<file path="config.mk">
export PLATFORM = sky130hd
export DESIGN_NAME = key_gesture_detector_top
export DESIGN_NICKNAME = d
export VERILOG_FILES = /design/src/design/kgd_pkg.sv /design/src/design/key_gesture_detector_top.sv /design/src/design/kgd_ram.sv /design/src/design/kgd_key_scan.sv
export SDC_FILE = /design/constraint.sdc
export NUM_CORES = 1
export LEC_CHECK = 0
export ABC_AREA = 1
export BUFFER_PORTS_ARGS = -buffer_cell sky130_fd_sc_hd__buf_4
export CAP_MARGIN = 40
export CORE_MARGIN = 5
export CORE_UTILIZATION = 32
export DETAILED_ROUTE_END_ITERATION = 10
export PLACE_DENSITY = 0.55
export SYNTH_ARGS = -nofsm -noshare
export SYNTH_HDL_FRONTEND = slang
export SYNTH_SLANG_ARGS = --single-unit
</file>
<file path="constraint.sdc">
create_clock -name clk_i -period 7.7 [get_ports clk_i]
set_input_delay 1.54 -clock clk_i [delete_from_list [all_inputs] [get_ports clk_i]]
set_output_delay 1.54 -clock clk_i [all_outputs]
set_load 0.02 [all_outputs]
</file>
<file path="src/design/kgd_pkg.sv">
package kgd_pkg;

  localparam int unsigned NUM_KEYS_DEF = 2;
  localparam int unsigned PIN_W        = 2;
  localparam int unsigned FLAG_W       = 7;
  localparam int unsigned TIMER_W      = 16;
  localparam int unsigned CFG_IDX_W    = 3;
  localparam int unsigned CFG_DATA_W   = 16;

  // configuration register indexes
  localparam logic [CFG_IDX_W-1:0] CFG_SCAN_PERIOD   = 3'd0;
  localparam logic [CFG_IDX_W-1:0] CFG_LONG_PRESS    = 3'd1;
  localparam logic [CFG_IDX_W-1:0] CFG_DBL_WINDOW    = 3'd2;
  localparam logic [CFG_IDX_W-1:0] CFG_DBL_TIMEOUT   = 3'd3;
  localparam logic [CFG_IDX_W-1:0] CFG_REPEAT_TIME   = 3'd4;
  localparam logic [CFG_IDX_W-1:0] CFG_TRIGGER_LVLS  = 3'd5;

  // event flag bits
  localparam logic [FLAG_W-1:0] EV_PRESSING = 7'h01;
  localparam logic [FLAG_W-1:0] EV_DOWN     = 7'h02;
  localparam logic [FLAG_W-1:0] EV_UP       = 7'h04;
  localparam logic [FLAG_W-1:0] EV_CLICK    = 7'h08;
  localparam logic [FLAG_W-1:0] EV_DOUBLE   = 7'h10;
  localparam logic [FLAG_W-1:0] EV_LONG     = 7'h20;
  localparam logic [FLAG_W-1:0] EV_REPEAT   = 7'h40;

  typedef enum logic [2:0] {
    KEY_FREE     = 3'd0,
    KEY_PRESSED  = 3'd1,
    KEY_RELEASED = 3'd2,
    KEY_WAIT2    = 3'd3,
    KEY_LONG     = 3'd4
  } key_state_e;

  typedef enum logic [1:0] {
    CTL_IDLE,
    CTL_TICK,
    CTL_QUERY,
    CTL_DONE
  } ctl_state_e;

  typedef struct packed {
    logic               action;
    logic [PIN_W-1:0]   pin_levels;
    logic               key_id;
    logic [FLAG_W-1:0]  event_mask;
  } kgd_in_t;

  typedef struct packed {
    logic               hit;
    logic [FLAG_W-1:0]  key_flags;
  } kgd_out_t;

  // one memory word per key; all zero is the reset state
  typedef struct packed {
    logic [TIMER_W-1:0] timer;
    key_state_e         fsm;
    logic               pressed_now;
    logic               pressed_before;
    logic [FLAG_W-1:0]  flags;
  } key_entry_t;

  typedef struct packed {
    logic [TIMER_W-1:0] long_press_time;
    logic [TIMER_W-1:0] dbl_window;
    logic [TIMER_W-1:0] dbl_timeout;
    logic [TIMER_W-1:0] repeat_time;
  } kgd_times_t;

endpackage

</file>
<file path="src/design/key_gesture_detector_top.sv">
// A tick item walks every key in CTL_TICK, a query handles one key in CTL_QUERY; both
// then pass CTL_DONE, and the next item is taken only back in CTL_IDLE. The key
// state memory is visited one key per cycle through its single read and write port.
// A finished result waits in the output register while the next item is processed.
// Reset clears control state and loads the configuration defaults; per-key valid bits make
// every entry read as the free, unpressed, zero-flag state until written, so no clearing pass.
module key_gesture_detector_top #(
  parameter int unsigned NUM_KEYS = kgd_pkg::NUM_KEYS_DEF,
  localparam int unsigned ADDR_W = (NUM_KEYS > 1) ? $clog2(NUM_KEYS) : 1
) (
  input  logic                               clk_i,
  input  logic                               rst_ni,
  input  logic                               cfg_we_i,
  input  logic [kgd_pkg::CFG_IDX_W-1:0]      cfg_idx_i,
  input  logic [kgd_pkg::CFG_DATA_W-1:0]     cfg_wdata_i,
  input  logic                               in_valid_i,
  output logic                               in_ready_o,
  input  kgd_pkg::kgd_in_t                   in_data_i,
  output logic                               out_valid_o,
  input  logic                               out_ready_i,
  output kgd_pkg::kgd_out_t                  out_data_o
);

  localparam int unsigned ENTRY_W = $bits(kgd_pkg::key_entry_t);

  // configuration
  logic [7:0]                      scan_period_q;
  kgd_pkg::kgd_times_t             times_q;
  logic [kgd_pkg::PIN_W-1:0]       trig_q;

  // control
  kgd_pkg::ctl_state_e             state_q, state_d;
  logic [7:0]                      scan_count_q;
  logic [7:0]                      scan_count_inc;
  logic                            scan_q;
  logic                            in_range_q;
  logic [ADDR_W-1:0]               idx_q;
  logic [NUM_KEYS-1:0]             valid_q;
  logic                            rd_vld_q;
  logic                            out_valid_q;
  logic                            accept;
  logic                            last_key;
  logic                            out_free;

  // payload
  kgd_pkg::kgd_in_t                item_q;
  kgd_pkg::kgd_out_t               res_q;
  kgd_pkg::kgd_out_t               out_q;
  kgd_pkg::kgd_out_t               qres;

  // memory side
  logic                            ram_we;
  logic [ADDR_W-1:0]               ram_waddr;
  logic [ADDR_W-1:0]               ram_raddr;
  logic [ENTRY_W-1:0]              ram_wdata;
  logic [ENTRY_W-1:0]              ram_rdata;
  kgd_pkg::key_entry_t             cur_entry;
  kgd_pkg::key_entry_t             scan_entry;
  kgd_pkg::key_entry_t             query_entry;
  logic                            key_active;
  logic                            pin_bit;
  logic                            trig_bit;
  logic                            query_wr;

  assign accept         = in_valid_i && in_ready_o;
  assign out_free       = !out_valid_q || out_ready_i;
  assign last_key       = (idx_q == ADDR_W'(NUM_KEYS - 1));
  assign scan_count_inc = scan_count_q + 8'd1;

  // keys past the pin field see level 0 and trigger 0
  assign pin_bit    = (32'(idx_q) < 32'(kgd_pkg::PIN_W)) && item_q.pin_levels[idx_q[0]];
  assign trig_bit   = (32'(idx_q) < 32'(kgd_pkg::PIN_W)) && trig_q[idx_q[0]];
  assign key_active = (pin_bit == trig_bit);

  assign cur_entry = rd_vld_q ? kgd_pkg::key_entry_t'(ram_rdata) : '0;

  kgd_key_scan u_scan (
    .entry_i   (cur_entry),
    .pressed_i (key_active),
    .scan_en_i (scan_q),
    .times_i   (times_q),
    .entry_o   (scan_entry)
  );

  always_comb begin
    qres           = '0;
    query_entry    = cur_entry;
    query_wr       = 1'b0;
    if (in_range_q) begin
      qres.key_flags = cur_entry.flags;
      qres.hit       = (cur_entry.flags & item_q.event_mask) != '0;
      query_wr       = qres.hit && (item_q.event_mask != kgd_pkg::EV_PRESSING);
    end
    query_entry.flags = cur_entry.flags & ~item_q.event_mask;
  end

  kgd_ram #(
    .WIDTH (ENTRY_W),
    .DEPTH (NUM_KEYS)
  ) u_ram (
    .clk_i   (clk_i),
    .we_i    (ram_we),
    .waddr_i (ram_waddr),
    .wdata_i (ram_wdata),
    .raddr_i (ram_raddr),
    .rdata_o (ram_rdata)
  );

  // next state
  always_comb begin
    state_d = state_q;
    unique case (state_q)
      kgd_pkg::CTL_IDLE: begin
        if (accept) begin
          state_d = in_data_i.action ? kgd_pkg::CTL_QUERY : kgd_pkg::CTL_TICK;
        end
      end
      kgd_pkg::CTL_TICK: begin
        if (last_key) begin
          state_d = kgd_pkg::CTL_DONE;
        end
      end
      kgd_pkg::CTL_QUERY: begin
        state_d = kgd_pkg::CTL_DONE;
      end
      kgd_pkg::CTL_DONE: begin
        if (out_free) begin
          state_d = kgd_pkg::CTL_IDLE;
        end
      end
      default: begin
        state_d = kgd_pkg::CTL_IDLE;
      end
    endcase
  end

  // outputs
  always_comb begin
    in_ready_o = 1'b0;
    ram_we     = 1'b0;
    ram_waddr  = idx_q;
    ram_wdata  = scan_entry;
    ram_raddr  = idx_q;
    unique case (state_q)
      kgd_pkg::CTL_IDLE: begin
        in_ready_o = 1'b1;
        ram_raddr  = in_data_i.action ? ADDR_W'(in_data_i.key_id) : '0;
      end
      kgd_pkg::CTL_TICK: begin
        ram_we    = 1'b1;
        ram_raddr = idx_q + 1'b1;
      end
      kgd_pkg::CTL_QUERY: begin
        ram_we    = query_wr;
        ram_wdata = query_entry;
      end
      kgd_pkg::CTL_DONE: begin
        ram_we = 1'b0;
      end
      default: begin
        ram_we = 1'b0;
      end
    endcase
  end

  always_ff @(posedge clk_i or negedge rst_ni) begin
    if (!rst_ni) begin
      state_q                 <= kgd_pkg::CTL_IDLE;
      scan_count_q            <= '0;
      scan_q                  <= 1'b0;
      in_range_q              <= 1'b0;
      idx_q                   <= '0;
      valid_q                 <= '0;
      rd_vld_q                <= 1'b0;
      out_valid_q             <= 1'b0;
      scan_period_q           <= 8'd20;
      times_q.long_press_time <= 16'd1000;
      times_q.dbl_window      <= 16'd200;
      times_q.dbl_timeout     <= 16'd1000;
      times_q.repeat_time     <= 16'd100;
      trig_q                  <= 2'd1;
    end else begin
      state_q  <= state_d;
      rd_vld_q <= valid_q[ram_raddr];
      if (ram_we) begin
        valid_q[ram_waddr] <= 1'b1;
      end
      if (accept) begin
        idx_q      <= in_data_i.action ? ADDR_W'(in_data_i.key_id) : '0;
        in_range_q <= 32'(in_data_i.key_id) < 32'(NUM_KEYS);
        scan_q     <= 1'b0;
        if (!in_data_i.action) begin
          // scan when the incremented count reaches or passes the period
          if (scan_count_inc >= scan_period_q) begin
            scan_count_q <= '0;
            scan_q       <= 1'b1;
          end else begin
            scan_count_q <= scan_count_inc;
          end
        end
      end else if (state_q == kgd_pkg::CTL_TICK) begin
        idx_q <= idx_q + 1'b1;
      end
      if (state_q == kgd_pkg::CTL_DONE && out_free) begin
        out_valid_q <= 1'b1;
      end else if (out_ready_i) begin
        out_valid_q <= 1'b0;
      end
      if (cfg_we_i) begin
        unique case (cfg_idx_i)
          kgd_pkg::CFG_SCAN_PERIOD:  scan_period_q           <= cfg_wdata_i[7:0];
          kgd_pkg::CFG_LONG_PRESS:   times_q.long_press_time <= cfg_wdata_i;
          kgd_pkg::CFG_DBL_WINDOW:   times_q.dbl_window      <= cfg_wdata_i;
          kgd_pkg::CFG_DBL_TIMEOUT:  times_q.dbl_timeout     <= cfg_wdata_i;
          kgd_pkg::CFG_REPEAT_TIME:  times_q.repeat_time     <= cfg_wdata_i;
          kgd_pkg::CFG_TRIGGER_LVLS: trig_q                  <= cfg_wdata_i[kgd_pkg::PIN_W-1:0];
          default: ;
        endcase
      end
    end
  end

  // payload registers
  always_ff @(posedge clk_i) begin
    if (accept) begin
      item_q <= in_data_i;
      res_q  <= '0;
    end else if (state_q == kgd_pkg::CTL_QUERY) begin
      res_q <= qres;
    end
    if (state_q == kgd_pkg::CTL_DONE && out_free) begin
      out_q <= res_q;
    end
  end

  assign out_valid_o = out_valid_q;
  assign out_data_o  = out_q;

endmodule

</file>
<file path="src/design/kgd_ram.sv">
module kgd_ram #(
  parameter int unsigned WIDTH = 8,
  parameter int unsigned DEPTH = 2,
  localparam int unsigned AW = (DEPTH > 1) ? $clog2(DEPTH) : 1
) (
  input  logic             clk_i,
  input  logic             we_i,
  input  logic [AW-1:0]    waddr_i,
  input  logic [WIDTH-1:0] wdata_i,
  input  logic [AW-1:0]    raddr_i,
  output logic [WIDTH-1:0] rdata_o
);

  logic [WIDTH-1:0] mem_q [DEPTH];

  always_ff @(posedge clk_i) begin
    if (we_i) begin
      mem_q[waddr_i] <= wdata_i;
    end
    rdata_o <= mem_q[raddr_i];
  end

endmodule

</file>
<file path="src/design/kgd_key_scan.sv">
module kgd_key_scan (
  input  kgd_pkg::key_entry_t entry_i,
  input  logic                pressed_i,
  input  logic                scan_en_i,
  input  kgd_pkg::kgd_times_t times_i,
  output kgd_pkg::key_entry_t entry_o
);

  logic [kgd_pkg::TIMER_W-1:0] timer_dec;

  // count down first, then scan on the decremented value
  assign timer_dec = (entry_i.timer != '0) ? entry_i.timer - 1'b1 : entry_i.timer;

  always_comb begin
    entry_o       = entry_i;
    entry_o.timer = timer_dec;
    if (scan_en_i) begin
      entry_o.pressed_before = entry_i.pressed_now;
      entry_o.pressed_now    = pressed_i;
      if (pressed_i) begin
        entry_o.flags = entry_i.flags | kgd_pkg::EV_PRESSING;
      end else begin
        entry_o.flags = entry_i.flags & ~kgd_pkg::EV_PRESSING;
      end
      if (!entry_i.pressed_now && pressed_i) begin
        entry_o.flags = entry_o.flags | kgd_pkg::EV_DOWN;
      end else if (entry_i.pressed_now && !pressed_i) begin
        entry_o.flags = entry_o.flags | kgd_pkg::EV_UP;
      end

      unique case (entry_i.fsm)
        kgd_pkg::KEY_FREE: begin
          if (pressed_i) begin
            entry_o.timer = times_i.long_press_time;
            entry_o.fsm   = kgd_pkg::KEY_PRESSED;
          end
        end
        kgd_pkg::KEY_PRESSED: begin
          if (!pressed_i) begin
            entry_o.timer = times_i.dbl_window;
            entry_o.fsm   = kgd_pkg::KEY_RELEASED;
          end else if (timer_dec == '0) begin
            entry_o.timer = times_i.repeat_time;
            entry_o.flags = entry_o.flags | kgd_pkg::EV_LONG;
            entry_o.fsm   = kgd_pkg::KEY_LONG;
          end
        end
        kgd_pkg::KEY_RELEASED: begin
          if (pressed_i) begin
            entry_o.timer = times_i.dbl_timeout;
            entry_o.fsm   = kgd_pkg::KEY_WAIT2;
          end else if (timer_dec == '0) begin
            entry_o.flags = entry_o.flags | kgd_pkg::EV_CLICK;
            entry_o.fsm   = kgd_pkg::KEY_FREE;
          end
        end
        kgd_pkg::KEY_LONG: begin
          if (!pressed_i) begin
            entry_o.fsm = kgd_pkg::KEY_FREE;
          end else if (timer_dec == '0) begin
            entry_o.flags = entry_o.flags | kgd_pkg::EV_REPEAT;
            entry_o.timer = times_i.repeat_time;
          end
        end
        kgd_pkg::KEY_WAIT2: begin
          if (!pressed_i) begin
            entry_o.flags = entry_o.flags | kgd_pkg::EV_DOUBLE;
            entry_o.fsm   = kgd_pkg::KEY_FREE;
          end else if (timer_dec == '0) begin
            entry_o.fsm = kgd_pkg::KEY_LONG;
          end
        end
        default: begin
          entry_o.fsm = kgd_pkg::KEY_FREE;
        end
      endcase
    end
  end

endmodule
</file>
==> results.rst, run 1 <==
.. list-table::
   :header-rows: 1

   * - Metric
     - Value
   * - Non-filler instance count after layout
     - 1,532
   * - Post-CTS Hold Buffers
     - 0
   * - Class of the tightest hold or removal check
     - flip-flop to flip-flop
   * - Initial Utilization
     - 0.325
   * - Number of nets in the layout
     - 1,179
   * - Die Footprint
     - 0.0339 mm^2
   * - Number of global-route vias before repair
     - 7,223
   * - Post-synth top cells
     - 286 x nand2_1, 153 x o21ai_0, 102 x inv_1
   * - Setup-failing EPs final
     - 0
   * - Peak supply drop
     - 185 uV
   * - Routed WL per cell
     - 15.1 um
   * - Dpl ws
     - 4.60 ns
   * - DR iter-0 viols
     - 490
   * - Mean post-synth cell area
     - 8.84 um^2
   * - Layout cell share with drive strength beyond 1
     - 0.169
   * - Final clock skew
     - 0.0167 ns
   * - Horiz. Die Dim
     - 184 um
   * - Count of yosys warnings during synthesis
     - 0
   * - Period utilisation layout
     - 0.405
   * - Headroom to the max-slew limit
     - 0.381
   * - Number of pins exceeding their max-slew limit in the final report
     - 0
   * - Leftover overflow at the end of global routing
     - 0
   * - Share of the synthesized area in the top cell type
     - 0.220
   * - Required time of the critical path
     - 7.86 ns
   * - MaxCap Viol Count
     - 0
   * - Quantity of I/O buffers inserted on ports
     - 44
   * - Via count
     - 7,395
   * - Chip height
     - 184 um
   * - Post-CTS repair timing setup buffer count
     - 0
   * - Via density
     - 4.83
   * - Power per cell area
     - 445 mW/mm^2
   * - Top_reg_cell synth
     - edfxtp_1
   * - Top-level I/O count
     - 45
   * - Kind of end point of the critical path
     - flip-flop
   * - Total power consumption of the routed design
     - 4.94 mW
   * - Cell types with the largest area share after synthesis
     - edfxtp_1 22%, dfrtp_1 18%, nand2_1 11%, o21ai_0 7.9%, dfxtp_1 7.2%
   * - Clock network latency to the later pin of the worst-skew pair
     - 0.45 ns
   * - Most repeated cell in the gate-level netlist after synthesis
     - nand2_1
   * - Wire length of the first global-routing pass
     - 37,700 um
   * - CTS Buf Count
     - 17
   * - Count of final hold-check violations
     - 0
   * - Xor and xnor area share after synthesis
     - 0.00904
   * - Reported leakage power
     - 4.86 nW
   * - Status
     - finished, final reports clean
   * - Clk slew on worst S/H paths
     - 0.08 ns
   * - Most used cell, CP
     - nand2_1
   * - DR DRC count
     - 0
   * - Register share of total power
     - 0.348
   * - Number of detailed-route iterations in the first pass
     - 5
   * - Clock group share of total power
     - 0.188
   * - Startpoint class of the critical path
     - flip-flop
   * - Gr usage total
     - 0.138
   * - Layout area overhead
     - 14.5%
   * - Initial antenna violation count
     - 0
   * - Count of clock tree sinks
     - 197
   * - Highest clock frequency the design can meet
     - 321 MHz
   * - Multiplexer share of the synthesized area
     - 0.0314
   * - Type of the worst setup path
     - flip-flop to flip-flop
   * - Met2 layer wire length in the routed design
     - 10,600 um
   * - Share of power burned in combinational logic
     - 0.465
   * - Master cell of the clock root buffer
     - clkbuf_16
   * - Number of instances resized during post-cts repair
     - 0
   * - Detailed placement HPWL
     - 15,800 um
   * - Largest family of logic cells by synthesized area
     - simple AND/OR/NAND/NOR gates
   * - Post-synth EDFFs
     - 71
   * - Number of distinct library cells after synthesis
     - 47
   * - Stage delay of the slowest cell on the critical path
     - 0.36 ns
   * - Combined area of all synthesized cells
     - 0.00969 mm^2
   * - Synthesized instance count
     - 1,096
   * - Share of synthesized cell area in and, or, nand and nor gates
     - 0.217
   * - Worst-margin pin slew
     - 0.926 ns
   * - Antenna diode count
     - 0
   * - Area of the core
     - 0.0298 mm^2
   * - Power dissipated by switching net loads
     - 2.20 mW
   * - CTS tree
     - yes
   * - Area fraction in compound gates after synthesis
     - 0.128
   * - Level count of the clock H-tree
     - 4
   * - Internal Pwr Total
     - 2.74 mW
   * - Post-route worst setup slack
     - 4.58 ns
   * - Count of antenna-violating nets left after detailed routing
     - 0
   * - Slowest stage cell, crit path
     - dfrtp_1
   * - Synth Net Count
     - 1,146
   * - Final GP Congestion
     - 0.830
   * - CP arrival
     - 3.27 ns
   * - Adder and majority gate portion of the synthesized area
     - 0.0194
   * - Synth async-reset ratio
     - 0.462
   * - Setup total negative slack
     - 0 ns
   * - Largest area contributor in the netlist
     - edfxtp_1
   * - Crit-path cells
     - buf_4 -> nand2_2 -> ha_1 -> inv_1 -> a21oi_2 -> nand2_1 -> nor2_2 -> nand2_2 -> nand2_1 -> nand4_2 -> nor2_8 -> nand3_2 -> nand3_1 -> nand2_1 -> nand2_1 -> o21ai_0
   * - Maximum buffer depth of the clock tree
     - 2
   * - Maximum number of pins on one net before global-route repair
     - 63
   * - Met3 WL post-DR
     - 822 um
   * - Length of routed wiring on met1
     - 11,300 um
   * - Net Sw Frac
     - 0.445
   * - Crit path time final
     - 3.12 ns
   * - Register area share after synthesis
     - 0.530
   * - Number of placement rows
     - 63
   * - Placed Cells
     - 1,500
   * - Critical Path Fanout Max
     - 35
   * - Register bit total from synthesis
     - 197
   * - Top routing layer in use
     - met4
   * - Routed WL
     - 23,100 um
   * - Setup repair after global routing missed its margin
     - no
==> layer usage <==
| metal | vias to the layer above | track usage |
|---|---|---|
| met5 | - | 0 |
| met1 | 3477 | 0.200 |
| met4 | 0 | 0.0399 |
| met3 | 22 | 0.0198 |
| li1 | 3736 | - |
| met2 | 160 | 0.217 |
==> power by group through the flow <==
stage / Clock (mW) / Sequential, mW / Combinational, mW
global placement: 0 / 1.73 / 2.24
finish: 0.928 / 1.72 / 2.29
CTS: 0.950 / 1.72 / 2.29
detailed placement: 0 / 1.74 / 2.27
global route: 0.999 / 1.75 / 2.58
floorplan: 0 / 1.71 / 1.70
==> cells in the final DEF, fill, tap and decap left out, drive strengths merged, types with 26 or more instances in the layout <==
cell	Yosys	routed
a21oi	42	42
buf	12	60
dfrtp	70	70
dfxtp	35	35
edfxtp	71	71
inv	106	114
mux2	27	27
nand2	312	312
nand3	55	55
nand4	26	26
nor2	58	58
o21ai	155	155
==> final timing paths <==
path	startpoint	end	slack (ns)	depth (start not counted)
worst max-delay path	rd_vld_q	u_ram.mem_q[1][9]	4.58	16
worst min-delay path	res_q[3]	out_data_o[3]	0.45	0
worst max register to register	rd_vld_q	u_ram.mem_q[1][9]	4.58	16
worst min register to register	res_q[3]	out_data_o[3]	0.45	0
max in group asynchronous	rst_ni	rd_vld_q	5.55	2
min in group asynchronous	rst_ni	times_q[58]	1.02	1
==> state kept, by name (all words and copies together), names as in the netlist <==
| register | cells |
|---|---|
| res_q | 8 |
| scan_q | 1 |
| rd_vld_q | 1 |
| scan_count_q | 8 |
| valid_q | 2 |
| item_q | 9 |
| u_ram.mem_q | 54 |
| out_valid_o | 1 |
| out_data_o | 8 |
| scan_period_q | 8 |
| in_range_q | 1 |
| state_q | 2 |
| u_ram.rdata_o | 27 |
| trig_q | 2 |
| times_q | 64 |
| idx_q | 1 |
==> worst max-delay path, delay by kind of cell, from the launching register on <==
kind            cells  cell delay (ns)
compound gates      2             0.21
flops               1             0.36
buf+inv             2             0.30
fa+ha+maj           1             0.16
simple gates       11             1.78
==> area by class of cell <==
cell class	count	area (um^2)
Sequential cell	197	5140
Clock buffer	17	425
Clock inverter	15	213
Inverter	108	405
Multi-Input combinational cell	745	3930
Timing Repair Buffer	60	505
Fill cell	3071	18700
Tap cell	390	488
==> per-stage QoR <==
stage,hold WS (ns),instance area [um^2],util
floorplan,0.409,9690,-
global placement,0.426,10400,0.348
detailed placement,0.430,10500,0.351
CTS,0.452,11100,0.372
global route,0.458,11100,0.372
finish,0.451,11100,0.372
==> cells by family after synthesis <==
group,Yosys count
flip-flops,197
AND/OR/NAND/NOR,464
XOR/XNOR,10
buffers and inverters,154
AO/OA/AOI/OAI,229
adder cells (fa/ha/maj),15
multiplexers,27
Power figures use the tool's default switching activity.
==> run 2: changes to the inputs <==
Settings changed: ABC_AREA 1 to 0.
Clock period 7.7 ns to 2.99 ns, I/O delays scaled along.
==> run 2 against run 1 <==
Against the previous run: the run now ends with setup timing left; setup slack got worse by 4.8 ns; clock skew decreased by 0.0051 ns; largest cell class unchanged; flip-flop and latch count unchanged; fmax decreased by 3.3%; critical path depth decreased by 1; sequential share of layout area decreased by 2.9 points; critical path type unchanged; sequential power increased to 2.7 times the previous value; highest routed layer unchanged.
==> results.rst, run 2 <==
.. list-table::
   :header-rows: 1

   * - Metric
     - Value
   * - CTS tree
     - yes
   * - Critical Path Fanout Max
     - 4
   * - Stage delay of the slowest cell on the critical path
     - 0.44 ns
   * - Fill cells
     - 2,782
   * - CP arrival
     - 3.40 ns
   * - Initial Utilization
     - 0.325
   * - Quantity of I/O buffers inserted on ports
     - 44
   * - Startpoint class of the critical path
     - flip-flop
   * - Reported leakage power
     - 4.54 nW
   * - Gr usage total
     - 0.147
   * - Via density
     - 5.21
   * - Post-CTS Hold Buffers
     - 0
   * - Post-Layout Inst Area
     - 0.0118 mm^2
   * - Synthesized instance count
     - 811
   * - Die Footprint
     - 0.0329 mm^2
   * - Class of the tightest hold or removal check
     - input port to asynchronous set/reset pin
   * - Worst-margin pin slew
     - 0.723 ns
   * - Number of placement rows
     - 62
   * - Antenna diode count
     - 0
   * - DR iter-0 viols
     - 578
   * - Count of antenna-violating nets left after detailed routing
     - 0
   * - Crit path time final
     - 3.22 ns
   * - Placement-stage cell area
     - 0.0108 mm^2
   * - Top_reg_cell synth
     - edfxtp_1
   * - Synth async-reset ratio
     - 0.462
   * - MaxCap Viol Count
     - 0
   * - CTS Buf Count
     - 17
   * - DR DRC count
     - 0
   * - Multi-input gate area in the final layout
     - 0.00441 mm^2
   * - Post-synth EDFFs
     - 71
   * - Register bit total from synthesis
     - 197
   * - Layout area overhead
     - 26.0%
   * - Highest clock frequency the design can meet
     - 311 MHz
   * - Type of the worst setup path
     - flip-flop to flip-flop
   * - Count of yosys warnings during synthesis
     - 0
   * - Leading cell type in the layout, fill and taps excluded
     - buf_4
   * - Power per cell area
     - 1040 mW/mm^2
   * - Required time of the critical path
     - 3.16 ns
   * - Via count
     - 6,894
   * - Top-level I/O count
     - 45
   * - Chip height
     - 181 um
   * - Number of distinct library cells after synthesis
     - 74
   * - Share of the synthesized area in the top cell type
     - 0.227
   * - Clk slew on worst S/H paths
     - 0.08 ns
   * - Status
     - complete, but fails checks
   * - Setup repair after global routing missed its margin
     - yes
   * - Most repeated cell in the gate-level netlist after synthesis
     - mux2_2
   * - Horiz. Die Dim
     - 181 um
   * - Post-route worst setup slack
     - -0.230 ns
   * - Final clock skew
     - 0.0117 ns
   * - Synth Net Count
     - 861
   * - Period utilisation layout
     - 1.08
   * - Leftover overflow at the end of global routing
     - 0
   * - Peak supply drop
     - 517 uV
   * - Routed WL per cell
     - 18.3 um
   * - Slowest stage cell, crit path
     - dfrtp_2
   * - Level count of the clock H-tree
     - 4
   * - Max reg flops
     - 64
   * - Initial antenna violation count
     - 0
   * - Commonest cells after routing, fill and taps aside
     - 132 x buf_4, 97 x mux2_2, 71 x edfxtp_1, 69 x dfrtp_1, 67 x nand2_1
   * - Largest area contributor in the netlist
     - edfxtp_1
   * - Register ranked first by flip-flop count
     - times_q
   * - Failing checks
     - setup timing
   * - Kind of end point of the critical path
     - flip-flop
   * - Number of pins exceeding their max-slew limit in the final report
     - 0
   * - Number of global-route vias before repair
     - 6,883
   * - Routed WL
     - 24,200 um
   * - Post-synth top cells
     - 97 x mux2_2, 71 x edfxtp_1, 71 x nand2_1
   * - Count of final hold-check violations
     - 0
   * - Master cell of the clock root buffer
     - clkbuf_16
   * - Area of the core
     - 0.0289 mm^2
   * - Dpl ws
     - -0.311 ns
   * - Sequential standard cell area
     - 0.00514 mm^2
   * - Layout cell share with drive strength beyond 1
     - 0.378
   * - Wire length of the first global-routing pass
     - 39,000 um
   * - Most used cell, CP
     - buf_4
   * - Register area share after synthesis
     - 0.547
   * - Count of clock tree sinks
     - 197
   * - Crit-path cells
     - nand2_4 -> ha_4 -> buf_4 -> nor2b_4 -> or3b_1 -> nor4_4 -> mux2i_2 -> nor4_4 -> o2111ai_2 -> nor4b_4 -> buf_4 -> buf_4 -> buf_6 -> and3_4 -> o32a_1
   * - Combined area of all synthesized cells
     - 0.00939 mm^2
   * - Cell types with the largest area share after synthesis
     - edfxtp_1 23%, dfrtp_1 19%, mux2_2 12%, dfxtp_1 7.5%, dfstp_2 5.9%
   * - Maximum number of pins on one net before global-route repair
     - 39
   * - Detailed placement HPWL
     - 17,100 um
   * - Number of detailed-route iterations in the first pass
     - 9
   * - Final GP Congestion
     - 0.853
   * - Setup-failing EPs final
     - 44
   * - Number of nets in the layout
     - 977
   * - Mean post-synth cell area
     - 11.6 um^2
   * - Clock network latency to the later pin of the worst-skew pair
     - 0.44 ns
   * - Largest registers
     - times_q x64, u_ram.mem_q x54, u_ram.rdata_o x27
   * - Headroom to the max-slew limit
     - 0.518
   * - Maximum buffer depth of the clock tree
     - 2
-- run 2: area by class of cell --
cell class,instances,area share
Clock buffer,17,0.0359
Clock inverter,15,0.0159
Inverter,18,0.00571
Multi-Input combinational cell,553,0.373
Sequential cell,197,0.434
Tap cell,384,0.0406
Timing Repair Buffer,140,0.0950
-- run 2: per-stage QoR --
step           hold WS, ns  total power, mW  std cells  TNS (ns)  utilization
2_1_floorplan        0.302             7.61        811    -20.18            -
3_3_place_gp         0.421             9.53       1280     -6.69        0.375
3_5_place_dp         0.423             9.55       1280    -10.01        0.375
4_1_cts              0.124             12.2       1322     -4.56        0.406
5_1_grt              0.137             13.0       1324    -14.77        0.410
6_report             0.120             12.3       1324     -6.83        0.410
-- run 2: report_power, final --
part | internal, mW | total, mW | switching [mW]
clock | 1.14 | 2.31 | 1.17
sequential | 3.99 | 4.60 | 0.612
combinational | 2.46 | 5.38 | 2.92
total | 7.59 | 12.3 | 4.70
-- run 2: timing repair --
| action | CTS | global route |
|---|---|---|
| cloned | 1 | 0 |
| resized for setup | 38 | 13 |
| pin swaps | 15 | 5 |
| setup endpoints to repair | 44 | 44 |
| setup buffers | 9 | 3 |
-- run 2: kinds of logic after synthesis --
kind of cell    after synthesis  share of synthesized area
mux                         101                      0.121
simple gates                228                      0.131
flops                       197                      0.547
fa+ha+maj                    16                     0.0211
buf+inv                      61                     0.0261
xor+xnor                     17                     0.0159
compound gates              191                      0.138
-- run 2: per-layer routing --
| metal | global-route usage | vias to the layer above | wire [um] |
|---|---|---|---|
| met5 | 0 | - | 0 |
| met4 | 0.0372 | 0 | 320 |
| met3 | 0.0211 | 25 | 871 |
| met2 | 0.233 | 176 | 11500 |
| met1 | 0.212 | 3404 | 11600 |
| li1 | - | 3289 | - |
-- run 2: worst paths after layout --
check / startpoint / endpoint / slack (ns) / cells after the start
max reg2reg: rd_vld_q / u_ram.mem_q[0][14] / -0.23 / 15
max: rd_vld_q / u_ram.mem_q[0][14] / -0.23 / 15
min in group clk_i: in_data_i[1] / item_q[1] / 0.34 / 1
min: rst_ni / times_q[14] / 0.12 / 1
max in group asynchronous: rst_ni / times_q[57] / 2.15 / 2
min reg2reg: res_q[4] / out_data_o[4] / 0.44 / 0
-- run 2: critical path, delay by kind of cell (launching register included) --
kind | cells | cell delay [ns]
AND/OR/NAND/NOR | 7 | 1.06
buffers and inverters | 4 | 0.53
AO/OA/AOI/OAI | 2 | 0.45
flip-flops | 1 | 0.44
multiplexers | 1 | 0.33
adder cells (fa/ha/maj) | 1 | 0.16
==> run 3: changes to the inputs <==
--- a/config.mk
+++ b/config.mk
@@ -13,3 +13,2 @@
 export DETAILED_ROUTE_END_ITERATION = 10
-export PLACE_DENSITY = 0.55
 export SYNTH_ARGS = -nofsm -noshare
==> constraint.sdc (replaced) <==
create_clock -name clk_i -period 4 [get_ports clk_i]
set_input_delay 1.2 -clock clk_i [delete_from_list [all_inputs] [get_ports clk_i]]
set_output_delay 1.2 -clock clk_i [all_outputs]
set_load 0.02 [all_outputs]
==> run 3 against run 2 <==
Against the previous run: the run now ends clean; critical endpoint is now u_ram.mem_q[1][23]; final cell count fell by 5.4%; global-route usage fell by 0.89 points; critical path type unchanged; sequential power fell by 23%; clock power fell by 22%; combinational power fell by 42%; hold slack improved by 0.32 ns; final area fell by 7.7%; core utilization fell by 3.2 points; setup slack improved by 0.50 ns; total power fell by 31%.
==> results.rst, run 3 (synthesis results as in run 2) <==
.. list-table::
   :header-rows: 1

   * - Metric
     - Value
   * - Max reg flops
     - 64
   * - Setup repair after global routing missed its margin
     - no
   * - Detailed placement HPWL
     - 15,600 um
   * - Initial antenna violation count
     - 0
   * - Count of antenna-violating nets left after detailed routing
     - 0
   * - Total buffers and inverters traversed by the critical path
     - 1
   * - Number of placement rows
     - 62
   * - Clock network latency to the later pin of the worst-skew pair
     - 0.44 ns
   * - Post-CTS repair timing setup buffer count
     - 0
   * - Count of final hold-check violations
     - 0
   * - Largest registers
     - times_q x64, u_ram.mem_q x54, u_ram.rdata_o x27
   * - Critical Path Fanout Max
     - 16
   * - Number of global-route vias before repair
     - 6,559
   * - Maximum buffer depth of the clock tree
     - 2
   * - Wire length of the first global-routing pass
     - 36,800 um
   * - Chip height
     - 181 um
   * - Type of the worst setup path
     - flip-flop to flip-flop
   * - Antenna diode count
     - 0
   * - Layout area overhead
     - 16.3%
   * - CTS tree
     - yes
   * - Level count of the clock H-tree
     - 4
   * - Crit-path cells
     - nand2_2 -> ha_1 -> nor2b_4 -> or3b_1 -> nor4_2 -> mux2i_1 -> nor4_1 -> o2111ai_1 -> nor4b_4 -> buf_6 -> a2111oi_1 -> o41ai_2
   * - Layout cell share with drive strength beyond 1
     - 0.283
   * - Highest clock frequency the design can meet
     - 268 MHz
   * - Quantity of I/O buffers inserted on ports
     - 44
   * - Kind of end point of the critical path
     - flip-flop
   * - Leading cell type in the layout, fill and taps excluded
     - mux2_2
   * - Count of clock tree sinks
     - 197
   * - Gr usage total
     - 0.138
   * - Routed WL
     - 22,700 um
   * - Peak supply drop
     - 367 uV
   * - MaxCap Viol Count
     - 0
   * - Status
     - finished, final reports clean
   * - Final GP Congestion
     - 0.852
   * - Die Footprint
     - 0.0329 mm^2
   * - Top delay family on crit path
     - simple AND/OR/NAND/NOR gates
   * - Number of detailed-route iterations in the first pass
     - 5
   * - Number of nets in the layout
     - 905
   * - CTS Buf Count
     - 17
   * - Reported leakage power
     - 4.14 nW
   * - Total power consumption of the routed design
     - 8.46 mW
   * - DR iter-0 viols
     - 519
   * - DR DRC count
     - 0
   * - Final clock skew
     - 0.0144 ns
   * - Area of the core
     - 0.0289 mm^2
   * - Class of the tightest hold or removal check
     - flip-flop to flip-flop
   * - Crit path time final
     - 3.73 ns
   * - Headroom to the max-slew limit
     - 0.463
   * - Period utilisation layout
     - 0.934
   * - Leftover overflow at the end of global routing
     - 0
   * - Startpoint class of the critical path
     - flip-flop
   * - Slowest stage cell, crit path
     - dfxtp_1
   * - Required time of the critical path
     - 4.22 ns
   * - Commonest cells after routing, fill and taps aside
     - 97 x mux2_2, 71 x edfxtp_1, 70 x nand2_1, 69 x dfrtp_1, 67 x buf_4
   * - Clk slew on worst S/H paths
     - 0.08 ns
   * - Register ranked first by flip-flop count
     - times_q
   * - Maximum number of pins on one net before global-route repair
     - 48
   * - Via count
     - 6,664
   * - Setup-failing EPs final
     - 0
   * - Number of pins exceeding their max-slew limit in the final report
     - 0
   * - Via density
     - 5.32
   * - Top-level I/O count
     - 45
   * - Master cell of the clock root buffer
     - clkbuf_16
   * - Stage delay of the slowest cell on the critical path
     - 0.46 ns
   * - Routed WL per cell
     - 18.1 um
   * - Power per cell area
     - 774 mW/mm^2
   * - Horiz. Die Dim
     - 181 um
   * - CP arrival
     - 3.95 ns
   * - Worst-margin pin slew
     - 0.803 ns
   * - Initial Utilization
     - 0.325
   * - Setup total negative slack
     - 0 ns
-- run 3: path summary, 6_finish.rpt --
kind                                    from  slack, ns  cells after the start                 end
setup / recovery           u_ram.rdata_o[12]       0.27                     12  u_ram.mem_q[1][23]
hold / removal                      res_q[1]       0.43                      0       out_data_o[1]
setup reg to reg           u_ram.rdata_o[12]       0.27                     12  u_ram.mem_q[1][23]
hold reg to reg                     res_q[1]       0.43                      0       out_data_o[1]
max in group asynchronous             rst_ni       2.42                      2         times_q[57]
min in group asynchronous             rst_ni       0.76                      1     scan_count_q[3]
-- run 3: repair_timing --
item,CTS,global route
hold buffers,0,0
setup endpoints to repair,0,6
resized for setup,0,3
-- run 3: layout make-up --
cell class | instances | area, um^2
Fill cell | 2798 | 17900
Multi-Input combinational cell | 553 | 4080
Clock buffer | 18 | 450
Sequential cell | 197 | 5140
Timing Repair Buffer | 68 | 514
Clock inverter | 14 | 199
Tap cell | 384 | 480
Inverter | 18 | 67.6
-- run 3: report_power, final --
group / leakage [nW] / internal (mW) / switching [mW]
logic: 1.81 / 1.32 / 1.81
registers: 2.01 / 2.99 / 0.533
clock network: 0.313 / 0.950 / 0.863
-- run 3: layer usage --
metal  vias to the layer above  wire length, um  GRT usage
li1                       3144                -          -
met1                      3314            10700      0.193
met2                       185            10900      0.224
met3                        21              828     0.0167
met4                         0              317     0.0444
met5                         -                0          0
-- run 3: metrics by stage --
step,instance area (um^2),cells,hold slack [ns],util,worst slack [ns]
2_1_floorplan,9400,811,0.409,-,0.0208
3_3_place_gp,10300,1220,0.419,0.356,0.340
3_5_place_dp,10300,1220,0.416,0.356,0.238
4_1_cts,10900,1252,0.435,0.378,0.183
5_1_grt,10900,1252,0.444,0.379,0.00878
6_report,10900,1252,0.435,0.379,0.266
